[src/hw/rtl/oat_pkg.sv]
// ---------------------------------------------------------------------------
// oat_pkg: types, codes and control store for the ordered array table
// Holds the command and status codes, the control word layout of the
// sequencer, the step addresses, and the read-only program itself.
// ---------------------------------------------------------------------------
package oat_pkg;

  // Command codes carried by the input word
  typedef enum logic [2:0] {
    CMD_APPEND = 3'd0,
    CMD_INSERT = 3'd1,
    CMD_DELETE = 3'd2,
    CMD_SEARCH = 3'd3,
    CMD_POP    = 3'd4,
    CMD_MAX    = 3'd5,
    CMD_MIN    = 3'd6
  } cmd_e;

  // Status codes carried by the result word
  typedef enum logic [2:0] {
    ST_OK       = 3'd0,
    ST_FULL     = 3'd1,
    ST_EMPTY    = 3'd2,
    ST_BADIDX   = 3'd3,
    ST_NOTFOUND = 3'd4
  } status_e;

  // Branch conditions tested by a control word
  typedef enum logic [3:0] {
    C_NEVER         = 4'd0,
    C_ALWAYS        = 4'd1,
    C_IN_VALID      = 4'd2,
    C_DISPATCH      = 4'd3,
    C_FULL          = 4'd4,
    C_EMPTY         = 4'd5,
    C_INS_BAD       = 4'd6,
    C_DEL_BAD       = 4'd7,
    C_PTR_GT_POS    = 4'd8,
    C_PTR_P1_LT_CNT = 4'd9,
    C_PTR_LT_CNT    = 4'd10,
    C_MATCH         = 4'd11,
    C_OUT_BUSY      = 4'd12
  } cond_e;

  // Walk pointer operations
  typedef enum logic [2:0] {
    P_HOLD = 3'd0,
    P_CNT  = 3'd1,
    P_POS  = 3'd2,
    P_ZERO = 3'd3,
    P_INC  = 3'd4,
    P_DEC  = 3'd5
  } ptr_op_e;

  // Word count operations
  typedef enum logic [1:0] {
    N_HOLD = 2'd0,
    N_INC  = 2'd1,
    N_DEC  = 2'd2
  } cnt_op_e;

  // Accumulator operations
  typedef enum logic [1:0] {
    A_HOLD  = 2'd0,
    A_RDATA = 2'd1,
    A_BEST  = 2'd2
  } acc_op_e;

  // Store read address select
  typedef enum logic [1:0] {
    R_PTR    = 2'd0,
    R_PTR_M1 = 2'd1,
    R_PTR_P1 = 2'd2
  } rd_sel_e;

  typedef logic [4:0] upc_t;

  // One control word of the program
  typedef struct packed {
    logic    accept;   // take an input word in this step
    logic    clr;      // clear result status, value and index
    logic    emit;     // hand the result to the output register
    logic    wr_en;    // write the store at the walk pointer
    logic    wr_val;   // write data: 1 input value, 0 read data
    logic    ridx_ld;  // on a taken branch, capture the pointer as index
    logic    stat_en;  // on a taken branch, set the status
    status_e stat;
    rd_sel_e rd_sel;
    ptr_op_e ptr_op;
    cnt_op_e cnt_op;
    acc_op_e acc_op;
    cond_e   cond;
    logic    inv;      // invert the condition
    upc_t    jmp;      // target when the branch is taken
    upc_t    nxt;      // target otherwise
  } ucw_t;

  // Step addresses
  localparam upc_t U_IDLE = 5'd0;
  localparam upc_t U_DISP = 5'd1;
  localparam upc_t U_AP0  = 5'd2;
  localparam upc_t U_AP1  = 5'd3;
  localparam upc_t U_IN0  = 5'd4;
  localparam upc_t U_IN1  = 5'd5;
  localparam upc_t U_IN2  = 5'd6;
  localparam upc_t U_IN3  = 5'd7;
  localparam upc_t U_IN4  = 5'd8;
  localparam upc_t U_DL0  = 5'd9;
  localparam upc_t U_DL1  = 5'd10;
  localparam upc_t U_DL2  = 5'd11;
  localparam upc_t U_DL3  = 5'd12;
  localparam upc_t U_DL4  = 5'd13;
  localparam upc_t U_DL5  = 5'd14;
  localparam upc_t U_SR0  = 5'd15;
  localparam upc_t U_SR1  = 5'd16;
  localparam upc_t U_SR2  = 5'd17;
  localparam upc_t U_SR3  = 5'd18;
  localparam upc_t U_MX0  = 5'd19;
  localparam upc_t U_MX1  = 5'd20;
  localparam upc_t U_MX2  = 5'd21;
  localparam upc_t U_MX3  = 5'd22;
  localparam upc_t U_MX4  = 5'd23;
  localparam upc_t U_PP0  = 5'd24;
  localparam upc_t U_PP1  = 5'd25;
  localparam upc_t U_DONE = 5'd26;

  // Entry step of each command; unused codes go straight to the result
  function automatic upc_t cmd_entry(cmd_e cmd);
    upc_t a;
    case (cmd)
      CMD_APPEND: a = U_AP0;
      CMD_INSERT: a = U_IN0;
      CMD_DELETE: a = U_DL0;
      CMD_SEARCH: a = U_SR0;
      CMD_POP:    a = U_PP0;
      CMD_MAX:    a = U_MX0;
      CMD_MIN:    a = U_MX0;
      default:    a = U_DONE;
    endcase
    return a;
  endfunction

  // Control store
  function automatic ucw_t ucode(upc_t a);
    ucw_t w;
    w = '0;
    case (a)
      // Wait for a word, reset the result fields
      U_IDLE: begin
        w.accept = 1'b1; w.clr = 1'b1;
        w.cond = C_IN_VALID; w.inv = 1'b1; w.jmp = U_IDLE; w.nxt = U_DISP;
      end
      U_DISP: begin
        w.cond = C_DISPATCH; w.jmp = U_DONE; w.nxt = U_DONE;
      end
      // Append
      U_AP0: begin
        w.cond = C_FULL; w.stat_en = 1'b1; w.stat = ST_FULL;
        w.jmp = U_DONE; w.nxt = U_AP1; w.ptr_op = P_CNT;
      end
      U_AP1: begin
        w.wr_en = 1'b1; w.wr_val = 1'b1; w.cnt_op = N_INC; w.nxt = U_DONE;
      end
      // Insert: shift upward from the end down to the position
      U_IN0: begin
        w.cond = C_FULL; w.stat_en = 1'b1; w.stat = ST_FULL;
        w.jmp = U_DONE; w.nxt = U_IN1; w.ptr_op = P_CNT;
      end
      U_IN1: begin
        w.cond = C_INS_BAD; w.stat_en = 1'b1; w.stat = ST_BADIDX;
        w.jmp = U_DONE; w.nxt = U_IN2;
      end
      U_IN2: begin
        w.rd_sel = R_PTR_M1; w.cond = C_PTR_GT_POS; w.inv = 1'b1;
        w.jmp = U_IN4; w.nxt = U_IN3;
      end
      U_IN3: begin
        w.wr_en = 1'b1; w.ptr_op = P_DEC; w.nxt = U_IN2;
      end
      U_IN4: begin
        w.wr_en = 1'b1; w.wr_val = 1'b1; w.cnt_op = N_INC; w.nxt = U_DONE;
      end
      // Delete: capture the word, shift downward
      U_DL0: begin
        w.cond = C_EMPTY; w.stat_en = 1'b1; w.stat = ST_EMPTY;
        w.jmp = U_DONE; w.nxt = U_DL1; w.ptr_op = P_POS;
      end
      U_DL1: begin
        w.cond = C_DEL_BAD; w.stat_en = 1'b1; w.stat = ST_BADIDX;
        w.jmp = U_DONE; w.nxt = U_DL2; w.rd_sel = R_PTR;
      end
      U_DL2: begin
        w.acc_op = A_RDATA; w.nxt = U_DL3;
      end
      U_DL3: begin
        w.rd_sel = R_PTR_P1; w.cond = C_PTR_P1_LT_CNT; w.inv = 1'b1;
        w.jmp = U_DL5; w.nxt = U_DL4;
      end
      U_DL4: begin
        w.wr_en = 1'b1; w.ptr_op = P_INC; w.nxt = U_DL3;
      end
      U_DL5: begin
        w.cnt_op = N_DEC; w.nxt = U_DONE;
      end
      // Search: first equal word
      U_SR0: begin
        w.cond = C_EMPTY; w.stat_en = 1'b1; w.stat = ST_EMPTY;
        w.jmp = U_DONE; w.nxt = U_SR1; w.ptr_op = P_ZERO;
      end
      U_SR1: begin
        w.cond = C_ALWAYS; w.stat_en = 1'b1; w.stat = ST_NOTFOUND;
        w.jmp = U_SR2; w.nxt = U_SR2;
      end
      U_SR2: begin
        w.rd_sel = R_PTR; w.cond = C_PTR_LT_CNT; w.inv = 1'b1;
        w.jmp = U_DONE; w.nxt = U_SR3;
      end
      U_SR3: begin
        w.cond = C_MATCH; w.stat_en = 1'b1; w.stat = ST_OK; w.ridx_ld = 1'b1;
        w.jmp = U_DONE; w.nxt = U_SR2; w.ptr_op = P_INC;
      end
      // Maximum or minimum
      U_MX0: begin
        w.cond = C_EMPTY; w.stat_en = 1'b1; w.stat = ST_EMPTY;
        w.jmp = U_DONE; w.nxt = U_MX1; w.ptr_op = P_ZERO;
      end
      U_MX1: begin
        w.rd_sel = R_PTR; w.ptr_op = P_INC; w.nxt = U_MX2;
      end
      U_MX2: begin
        w.acc_op = A_RDATA; w.nxt = U_MX3;
      end
      U_MX3: begin
        w.rd_sel = R_PTR; w.cond = C_PTR_LT_CNT; w.inv = 1'b1;
        w.jmp = U_DONE; w.nxt = U_MX4;
      end
      U_MX4: begin
        w.acc_op = A_BEST; w.ptr_op = P_INC; w.nxt = U_MX3;
      end
      // Pop
      U_PP0: begin
        w.cond = C_EMPTY; w.stat_en = 1'b1; w.stat = ST_EMPTY;
        w.jmp = U_DONE; w.nxt = U_PP1;
      end
      U_PP1: begin
        w.cnt_op = N_DEC; w.nxt = U_DONE;
      end
      // Hand over the result once the output register is free
      U_DONE: begin
        w.emit = 1'b1; w.cond = C_OUT_BUSY; w.jmp = U_DONE; w.nxt = U_IDLE;
      end
      default: begin
        w.nxt = U_IDLE;
      end
    endcase
    return w;
  endfunction

endpackage

[src/hw/rtl/ordered_array_table.sv]
// ---------------------------------------------------------------------------
// ordered_array_table: bounded ordered array of signed words
// Executes one command per input word (append, insert, delete, search,
// pop, maximum, minimum) and returns one result word per command.
// ---------------------------------------------------------------------------
// Usage:
//   Input channel (in_valid_i / in_ready_o) carries command_i, position_i
//   and item_value_i. Output channel (out_valid_o / out_ready_i) carries
//   status_o, result_value_o, result_index_o, entry_count_o and the flags.
//   A microcoded sequencer runs one command at a time over a word store
//   (one write and one registered read per cycle); in_ready_o is high
//   only while the sequencer waits for a new word.
// Insert and delete walk the words between the position and the end,
// search walks up to the first hit, maximum and minimum walk every word.
// Each walked word costs two steps: read, then write or compare on the
// registered read data.
// The result sits in an output register, so the next word is accepted as
// soon as the result is loaded; a stalled receiver holds the sequencer in
// its final step until the register frees up.
// Reset empties the table (count zero); the store itself is not cleared.
// ---------------------------------------------------------------------------
module ordered_array_table #(
  parameter int CAPACITY = 16
) (
  input  logic               clk_i,
  input  logic               rst_ni,
  input  logic               in_valid_i,
  output logic               in_ready_o,
  input  logic [2:0]         command_i,
  input  logic [3:0]         position_i,
  input  logic signed [31:0] item_value_i,
  output logic               out_valid_o,
  input  logic               out_ready_i,
  output logic [2:0]         status_o,
  output logic signed [31:0] result_value_o,
  output logic [3:0]         result_index_o,
  output logic [4:0]         entry_count_o,
  output logic               empty_flag_o,
  output logic               full_flag_o
);

  localparam int CntW = $clog2(CAPACITY + 1);
  localparam int IdxW = $clog2(CAPACITY);
  localparam int CmpW = (CntW > 4) ? CntW : 4;

  // Sequencer and datapath registers
  oat_pkg::upc_t    upc_q, upc_d;
  oat_pkg::cmd_e    cmd_q;
  logic [3:0]       pos_q;
  logic [31:0]      val_q;
  logic [CntW-1:0]  cnt_q, cnt_d;
  logic [CntW-1:0]  ptr_q, ptr_d;
  logic [31:0]      acc_q, acc_d;
  logic [3:0]       ridx_q, ridx_d;
  oat_pkg::status_e stat_q, stat_d;
  logic [31:0]      rdata_q;

  // Output register
  logic             out_valid_q;
  oat_pkg::status_e out_stat_q;
  logic [31:0]      out_val_q;
  logic [3:0]       out_idx_q;
  logic [4:0]       out_cnt_q;
  logic             out_empty_q;
  logic             out_full_q;

  oat_pkg::ucw_t    uw;
  logic             cond_raw;
  logic             taken;
  logic             emit_fire;
  logic             in_fire;
  logic             better;
  logic [CmpW-1:0]  pos_ext, cnt_ext, ptr_ext;
  logic [CntW:0]    ptr_p1_w;
  logic [CntW-1:0]  ptr_m1, ptr_p1;
  logic [IdxW-1:0]  rd_addr, wr_addr;
  logic [31:0]      wr_data;

  logic [31:0]      mem_q [CAPACITY];

  // Fetch the control word of the current step
  assign uw = oat_pkg::ucode(upc_q);

  assign in_ready_o = uw.accept;
  assign in_fire    = in_valid_i & uw.accept;

  assign pos_ext  = CmpW'(pos_q);
  assign cnt_ext  = CmpW'(cnt_q);
  assign ptr_ext  = CmpW'(ptr_q);
  assign ptr_p1_w = {1'b0, ptr_q} + (CntW + 1)'(1);
  assign ptr_m1   = ptr_q - CntW'(1);
  assign ptr_p1   = ptr_q + CntW'(1);

  // Signed compare of read data against the running extreme
  assign better = (cmd_q == oat_pkg::CMD_MAX) ? ($signed(rdata_q) > $signed(acc_q))
                                              : ($signed(rdata_q) < $signed(acc_q));

  // Evaluate the branch condition
  always_comb begin
    case (uw.cond)
      oat_pkg::C_NEVER:         cond_raw = 1'b0;
      oat_pkg::C_ALWAYS:        cond_raw = 1'b1;
      oat_pkg::C_IN_VALID:      cond_raw = in_valid_i;
      oat_pkg::C_DISPATCH:      cond_raw = 1'b1;
      oat_pkg::C_FULL:          cond_raw = (cnt_q == CntW'(CAPACITY));
      oat_pkg::C_EMPTY:         cond_raw = (cnt_q == '0);
      oat_pkg::C_INS_BAD:       cond_raw = (pos_ext > cnt_ext);
      oat_pkg::C_DEL_BAD:       cond_raw = (pos_ext >= cnt_ext);
      oat_pkg::C_PTR_GT_POS:    cond_raw = (ptr_ext > pos_ext);
      oat_pkg::C_PTR_P1_LT_CNT: cond_raw = (ptr_p1_w < {1'b0, cnt_q});
      oat_pkg::C_PTR_LT_CNT:    cond_raw = (ptr_q < cnt_q);
      oat_pkg::C_MATCH:         cond_raw = (rdata_q == val_q);
      oat_pkg::C_OUT_BUSY:      cond_raw = out_valid_q & ~out_ready_i;
      default:                  cond_raw = 1'b0;
    endcase
  end

  assign taken     = cond_raw ^ uw.inv;
  assign emit_fire = uw.emit & ~taken;

  // Select the next step
  always_comb begin
    if (!taken) begin
      upc_d = uw.nxt;
    end else if (uw.cond == oat_pkg::C_DISPATCH) begin
      upc_d = oat_pkg::cmd_entry(cmd_q);
    end else begin
      upc_d = uw.jmp;
    end
  end

  // Datapath next values
  always_comb begin
    case (uw.ptr_op)
      oat_pkg::P_HOLD: ptr_d = ptr_q;
      oat_pkg::P_CNT:  ptr_d = cnt_q;
      oat_pkg::P_POS:  ptr_d = CntW'(pos_ext);
      oat_pkg::P_ZERO: ptr_d = '0;
      oat_pkg::P_INC:  ptr_d = ptr_p1;
      oat_pkg::P_DEC:  ptr_d = ptr_m1;
      default:         ptr_d = ptr_q;
    endcase

    case (uw.cnt_op)
      oat_pkg::N_HOLD: cnt_d = cnt_q;
      oat_pkg::N_INC:  cnt_d = cnt_q + CntW'(1);
      oat_pkg::N_DEC:  cnt_d = cnt_q - CntW'(1);
      default:         cnt_d = cnt_q;
    endcase

    case (uw.acc_op)
      oat_pkg::A_HOLD:  acc_d = acc_q;
      oat_pkg::A_RDATA: acc_d = rdata_q;
      oat_pkg::A_BEST:  acc_d = better ? rdata_q : acc_q;
      default:          acc_d = acc_q;
    endcase
    if (uw.clr) begin
      acc_d = '0;
    end

    stat_d = stat_q;
    ridx_d = ridx_q;
    if (uw.clr) begin
      stat_d = oat_pkg::ST_OK;
      ridx_d = '0;
    end
    if (taken && uw.stat_en) begin
      stat_d = uw.stat;
    end
    if (taken && uw.ridx_ld) begin
      ridx_d = 4'(ptr_q);
    end
  end

  // Store addressing
  always_comb begin
    case (uw.rd_sel)
      oat_pkg::R_PTR:    rd_addr = IdxW'(ptr_q);
      oat_pkg::R_PTR_M1: rd_addr = IdxW'(ptr_m1);
      oat_pkg::R_PTR_P1: rd_addr = IdxW'(ptr_p1);
      default:           rd_addr = IdxW'(ptr_q);
    endcase
  end

  assign wr_addr = IdxW'(ptr_q);
  assign wr_data = uw.wr_val ? val_q : rdata_q;

  // Word store: one write, one registered read per cycle
  always_ff @(posedge clk_i) begin
    if (uw.wr_en) begin
      mem_q[wr_addr] <= wr_data;
    end
    rdata_q <= mem_q[rd_addr];
  end

  // Latch the accepted word and datapath payload
  always_ff @(posedge clk_i) begin
    if (in_fire) begin
      cmd_q <= oat_pkg::cmd_e'(command_i);
      pos_q <= position_i;
      val_q <= item_value_i;
    end
    ptr_q  <= ptr_d;
    acc_q  <= acc_d;
    ridx_q <= ridx_d;
    stat_q <= stat_d;
  end

  // Step counter and word count
  always_ff @(posedge clk_i or negedge rst_ni) begin
    if (!rst_ni) begin
      upc_q <= oat_pkg::U_IDLE;
      cnt_q <= '0;
    end else begin
      upc_q <= upc_d;
      cnt_q <= cnt_d;
    end
  end

  // Output register: load on emit, drop on accept
  always_ff @(posedge clk_i or negedge rst_ni) begin
    if (!rst_ni) begin
      out_valid_q <= 1'b0;
    end else if (emit_fire) begin
      out_valid_q <= 1'b1;
    end else if (out_ready_i) begin
      out_valid_q <= 1'b0;
    end
  end

  always_ff @(posedge clk_i) begin
    if (emit_fire) begin
      out_stat_q  <= stat_q;
      out_val_q   <= acc_q;
      out_idx_q   <= ridx_q;
      out_cnt_q   <= 5'(cnt_q);
      out_empty_q <= (cnt_q == '0);
      out_full_q  <= (cnt_q == CntW'(CAPACITY));
    end
  end

  assign out_valid_o    = out_valid_q;
  assign status_o       = out_stat_q;
  assign result_value_o = out_val_q;
  assign result_index_o = out_idx_q;
  assign entry_count_o  = out_cnt_q;
  assign empty_flag_o   = out_empty_q;
  assign full_flag_o    = out_full_q;

`ifndef SYNTHESIS
  // Count never exceeds capacity
  a_cnt_bound: assert property (@(posedge clk_i) disable iff (!rst_ni)
    cnt_q <= CntW'(CAPACITY))
    else $error("word count above capacity");

  // Every store write lands inside the table
  a_wr_inside: assert property (@(posedge clk_i) disable iff (!rst_ni)
    uw.wr_en |-> (ptr_q < CntW'(CAPACITY)))
    else $error("store write beyond capacity");

  // An accepted word moves the sequencer to dispatch
  a_accept_disp: assert property (@(posedge clk_i) disable iff (!rst_ni)
    (in_valid_i && in_ready_o) |=> (upc_q == oat_pkg::U_DISP))
    else $error("accepted word not dispatched");

  // A result is loaded only when the output register is free or draining
  a_no_overrun: assert property (@(posedge clk_i) disable iff (!rst_ni)
    emit_fire |-> (!out_valid_q || out_ready_i))
    else $error("result overwrote a pending output");
`endif

endmodule

[config.mk]
export PLATFORM = sky130hd
export DESIGN_NAME = ordered_array_table
export DESIGN_NICKNAME = d
export VERILOG_FILES = /design/src/hw/rtl/oat_pkg.sv /design/src/hw/rtl/ordered_array_table.sv
export SDC_FILE = /design/constraint.sdc
export NUM_CORES = 1
export LEC_CHECK = 0
export BUFFER_PORTS_ARGS = -buffer_cell sky130_fd_sc_hd__buf_2
export CAP_MARGIN = 5
export CORE_UTILIZATION = 50
export CTS_BUF_LIST = sky130_fd_sc_hd__clkbuf_2 sky130_fd_sc_hd__clkbuf_4 sky130_fd_sc_hd__clkbuf_8
export DETAILED_ROUTE_END_ITERATION = 7
export PLACE_DENSITY = 0.71
export SETUP_SLACK_MARGIN = 0.02
export SLEW_MARGIN = 30
export SYNTH_ARGS = -nofsm -noshare
export SYNTH_HDL_FRONTEND = slang
export SYNTH_SLANG_ARGS = --single-unit
[constraint.sdc]
create_clock -name clk_i -period 9.5 [get_ports clk_i]
set_input_delay 2.375 -clock clk_i [delete_from_list [all_inputs] [get_ports clk_i]]
set_output_delay 2.375 -clock clk_i [all_outputs]
set_load 0.01 [all_outputs]
# ---- Yosys cells after proc, flatten, opt, wreduce, memory -nomap -nowiden
# Memory sizes are Yosys's and may differ from the RTL's. A register that Yosys moved wholly into a read port is not among the register bits.
# Index checks and enable logic that the tools add are counted.
dict set report totals {
  memories 1
  in_bits 43
  ramBits 512
  word_cells 157
  out_inout_bits 48
  register_bits 140
}
# memory words word_bits read_ports rd_clocked_by_memory_dff write_ports line
set mem_list {}
lappend mem_list {mem_q 16 32 1 1 1 ordered_array_table.sv:79} ;# logic [31:0] mem_q [CAPACITY];
dict set report classes {
  n_reduce_logical 31
  n_lt_le_gt_ge 7
  mux 33
  bitwise 6
  eq_ne 58
  add_sub_neg 5
}
# cell n
set ops {}
lappend ops {{$pmux W5 S18} 1}
lappend ops {{$mux W32} 2}
lappend ops {{$pmux W32 S2} 1}
lappend ops {{$eq A5 B5 Y1 const B} 12}
lappend ops {{$pmux W4 S12} 1}
lappend ops {{$eq A5 B4 Y1 const B} 8}
lappend ops {{$eq A32 B32 Y1} 1}
lappend ops {{$gt A32 B32 Y1} 1}
lappend ops {{$lt A32 B32 Y1} 1}
lappend ops {{$pmux W5 S6} 1}
lappend ops {{$reduce_or A2 Y1} 13}
lappend ops {{$pmux W5 S5} 1}
lappend ops {{$eq A4 B4 Y1 const B} 5}
lappend ops {{$eq A5 B3 Y1 const B} 4}
lappend ops {{$pmux W4 S5} 1}
lappend ops {{$pmux W5 S4} 1}
lappend ops {{$eq A4 B3 Y1 const B} 4}
lappend ops {{$eq A3 B3 Y1 const B} 5}
lappend ops {{$pmux W3 S5} 1}
lappend ops {{$reduce_or A13 Y1} 1}
lappend ops {{$eq A3 B2 Y1 const B} 4}
lappend ops {{$pmux W2 S2} 3}
lappend ops {{$reduce_or A4 Y1} 3}
lappend ops {{$pmux W1 S11} 1}
lappend ops {{other kinds (33)} 64}

# ---- Depth between registers and ports, before layout
dict set report logic_depth {
  depth_word 10
  mapped_depth 17
  depth_no_buf 13
}

# ---- Worst setup path before layout
# OpenSTA, ideal clock, no wires.
dict set report synth_timing {
  kind {input to register}
  start {input port in_valid_i}
  end {register out_empty_q (netlist: empty_flag_o), enable pin}
  setup_ns 0.567
  cell_stages 5
  setup_slack_ns 1.381
  t_arrival_ns 7.552
  required_ns 8.933
  n_path_buf 0
  cell_sequence {a41oi_1 > a2bb2oi_1 > a31oi_2 > o2111ai_4 > nor4_1}
}
dict set report synth_between {
  elab_chain_cells 4
}
# item line
set synth_rtl {}
lappend synth_rtl {{from (decl)} ordered_array_table.sv:27} ;# input logic in_valid_i,
lappend synth_rtl {{$pmux W1 S11} ordered_array_table.sv:100} ;# case (uw.cond)
lappend synth_rtl {{$xor A1 B1 Y1} ordered_array_table.sv:118} ;# assign taken = cond_raw ^ uw.inv;
lappend synth_rtl {{$not A1 Y1} ordered_array_table.sv:119} ;# assign emit_fire = uw.emit & ~taken;
lappend synth_rtl {{$and A1 B1 Y1} ordered_array_table.sv:119}
lappend synth_rtl {{via emit_fire} ordered_array_table.sv:70} ;# logic emit_fire;
lappend synth_rtl {{to (signal assigned)} ordered_array_table.sv:237} ;# out_empty_q <= (cnt_q == '0);
lappend synth_rtl {{to (decl)} ordered_array_table.sv:64} ;# logic out_empty_q;
# The timed path passes the listed nets, and every way through them passes these cells.
# A chain may end at the register's enable or synchronous reset.

# ---- Final worst setup path
dict set report layout_timing {
  start {register upc_q[3]}
  end {output port in_ready_o}
}
dict set report layout_between {
  elab_chain_cells 2
}
# item line
set layout_rtl {}
lappend layout_rtl {{from (decl)} ordered_array_table.sv:47} ;# oat_pkg::upc_t upc_q, upc_d;
lappend layout_rtl {{from (signal assigned)} ordered_array_table.sv:212} ;# upc_q <= oat_pkg::U_IDLE;
lappend layout_rtl {{from (signal assigned)} ordered_array_table.sv:215} ;# upc_q <= upc_d;
lappend layout_rtl {{$logic_not A5 Y1} oat_pkg.sv:147} ;# case (a)
lappend layout_rtl {{$mux W2} oat_pkg.sv:147}
lappend layout_rtl {{to (decl)} ordered_array_table.sv:28} ;# output logic in_ready_o,
# No other way between the ends.

==> impl_metrics.yaml <==
clock_tree:
  cts.clk_slew.worst_paths_ps: 70
  clk_latency_ps: 720
  cts_max_path_buffers: 3
  clkSinkCount: 684
  post_cts_buffers: 0
  cts_tree: "done"
  numCtsBuffers: 106
  post_cts_resized: 0
  cts-root-buf: "clkbuf_8"
  h-tree-depth: 3
  postCtsHoldBufs: 0
setup_path:
  worstPathCellList: "buf_4 -> inv_1 -> nand2_1 -> nor3_2 -> buf_4 -> buf_2"
  crit_slowest_cell: "buf_4"
  crit_arrival_ps: 2770
  cp_num_buf_inv: 4
  critical_path_class: "flip-flop to output pin"
  cpMostUsedCell: "buf_4"
  cp_max_fo: 36
  crit_family: "buffers and inverters"
  start_kind: "flip-flop"
  slowest_delay_ps: 380
  cp-end-kind: "output pin"
  worstPathRequired_ps: 7130
pwr:
  power_density_nw_per_um2: 312
  ir_worst_vdd_mv: 0.196
  p_leak_uw: 0.0108
  finalPower_uw: 10000
route:
  dr.max_layer_used: "met4"
  via_per_inst: 5.94
  drcViolationCount: 0
  wl_met1_um: 28300
  wl_per_cell_um: 25.1
  wl_met3_um: 5610
  drt_pass1_iterations: 5
  wl_met2_um: 31400
  vias: 15800
  drt_iter0_drc: 1705
  ant_nets: 0
  wirelength_um: 66900
layout:
  drive_gt1_share_pct: 27.0
  layout.cells.most_common: "edfxtp_1"
  multi_input_area_um2: 8030
  stdcell_count: 2662
  fin_nets: 1916
  syn_to_final_growth_pct: 12.8
  layout_common_cells: "edfxtp_1, mux4_2, clkbuf_8, a21oi_1, buf_2"
  regArea_um2: 19800
  design_area_um2: 32100
  fillCellCount: 4294
  antenna_cells: 0
floorplan:
  die_h_um: 240
  core_um2: 56300
  io-pin-count: 91
  rows: 87
  dieArea_um2: 57800
  die_width_um: 240
  start_util_pct: 50.5
flow_run:
  max_cap_viol_count: 0
place:
  hpwl_um: 39500
  dp_slack_ps: 4670
  post_dp_cell_area_um2: 29800
  gp_congestion: 0.898
  port_buffers: 90
  place_inst: 2460
timing:
  max_freq_mhz: 194
  fin_crit_sh_pct: 54.2
  worst_pin_slew_ps: 999
  rsz0062_at_grt: "no"
  drv_slew: 0
  setup_violations: 0
  timing.final.ws_setup_ps: 4350
  fin_skew_ps: 49.0
  finalCriticalPeriod_ps: 5150
  relSlewSlack_pct: 32.8
  hold_viol: 0
  tns_ps: 0
yosys:
  ys_warn_count: 0
  synth_seq_cells: 684
  synthFlopType: "edfxtp_1"
  netlist_area_um2: 28400
  syn_nets: 1772
  async_flop_share_pct: 1.61
  seq_area_frac_synth_pct: 69.8
  syn_inst: 1669
  synth_cell_types: 77
  synth_edf_count: 609
  syn_avg_cell_area_um2: 17.0
global_routing:
  grt_usage_pct: 23.8
  antenna_found_initial: 1
  grt.overflow.total: 0
  grt_pass1_wl_um: 99200
  grt_pass1_vias: 15700
  grt_max_degree: 109
run_status:
  status: "finished, final reports clean"
min_path:
  hold_path_class: "flip-flop to flip-flop"
-- Yosys cell counts, drive strengths merged (38+ instances only) --
master	count	area share [%]
a211oi	38	1.0
a21oi	101	1.8
buf	42	0.82
clkbuf	50	0.67
dfxtp	64	4.5
edfxtp	609	64
ha	59	2.6
inv	58	0.77
mux2i	39	1.4
mux4	128	10
nand3	48	0.85
nor2	40	0.54
o21ai	66	1.2
xnor2	43	1.4
-- cell families after synthesis --
logic type	share of synthesized area, %
DFF	69.8
AOI/OAI and AO/OA	6.21
and+or+nand+nor	4.57
muxes	12.9
buffers and inverters	2.26
adders and majority gates	2.67
xor gates and xnor gates	1.59
-- per-layer routing --
layer	track usage [%]	vias to the layer above
met5	0	-
met4	7.57	0
met3	5.40	90
met2	37.2	691
met1	33.4	8076
li1	-	6950
-- per-stage QoR --
stage / utilization [%] / hold slack, ps
after floorplan: - / 400
after global placement: 52.9 / 415
after detailed placement: 52.9 / 406
after CTS: 56.9 / 423
after global routing: 57.0 / 433
final: 57.0 / 420
-- state kept, by name, summed over array words and instances, names as in the netlist, 3 cells and up --
signal,cells
acc_q,32
cmd_q,3
cnt_ext,5
entry_count_o,5
mem_q,512
pos_q,4
ptr_ext,5
rdata_q,32
result_index_o,4
result_value_o,32
ridx_q,4
stat_q,3
status_o,3
upc_q,5
val_q,32
-- worst paths after layout --
check,start,end,slack (ps),cells after the start
worst max-delay path,upc_q[3],in_ready_o,4350,6
worst min-delay path,stat_q[2],status_o[2],420,0
worst max register to register,upc_q[0],rdata_q[13],4650,12
worst min register to register,stat_q[2],status_o[2],420,0
max in group asynchronous,rst_ni,upc_q[4],7740,1
min in group asynchronous,rst_ni,upc_q[3],1530,1
-- layout make-up --
cell class                 instances  area share, %
multi-input combinational        835           25.0
inverter                          58          0.679
timing repair buffer             128           2.43
tap                              756           2.95
clock buffer                     150           5.74
sequential                       684           61.9
clock inverter                    51           1.24
-- where the power goes --
part	switching, µW	internal, µW	total, µW	leakage (µW)
registers	315	3950	4270	0.00615
logic	1860	1330	3190	0.00344
clock network	1150	1400	2540	0.00119
total	3320	6680	10000	0.0108
Power figures use the tool's default switching activity.
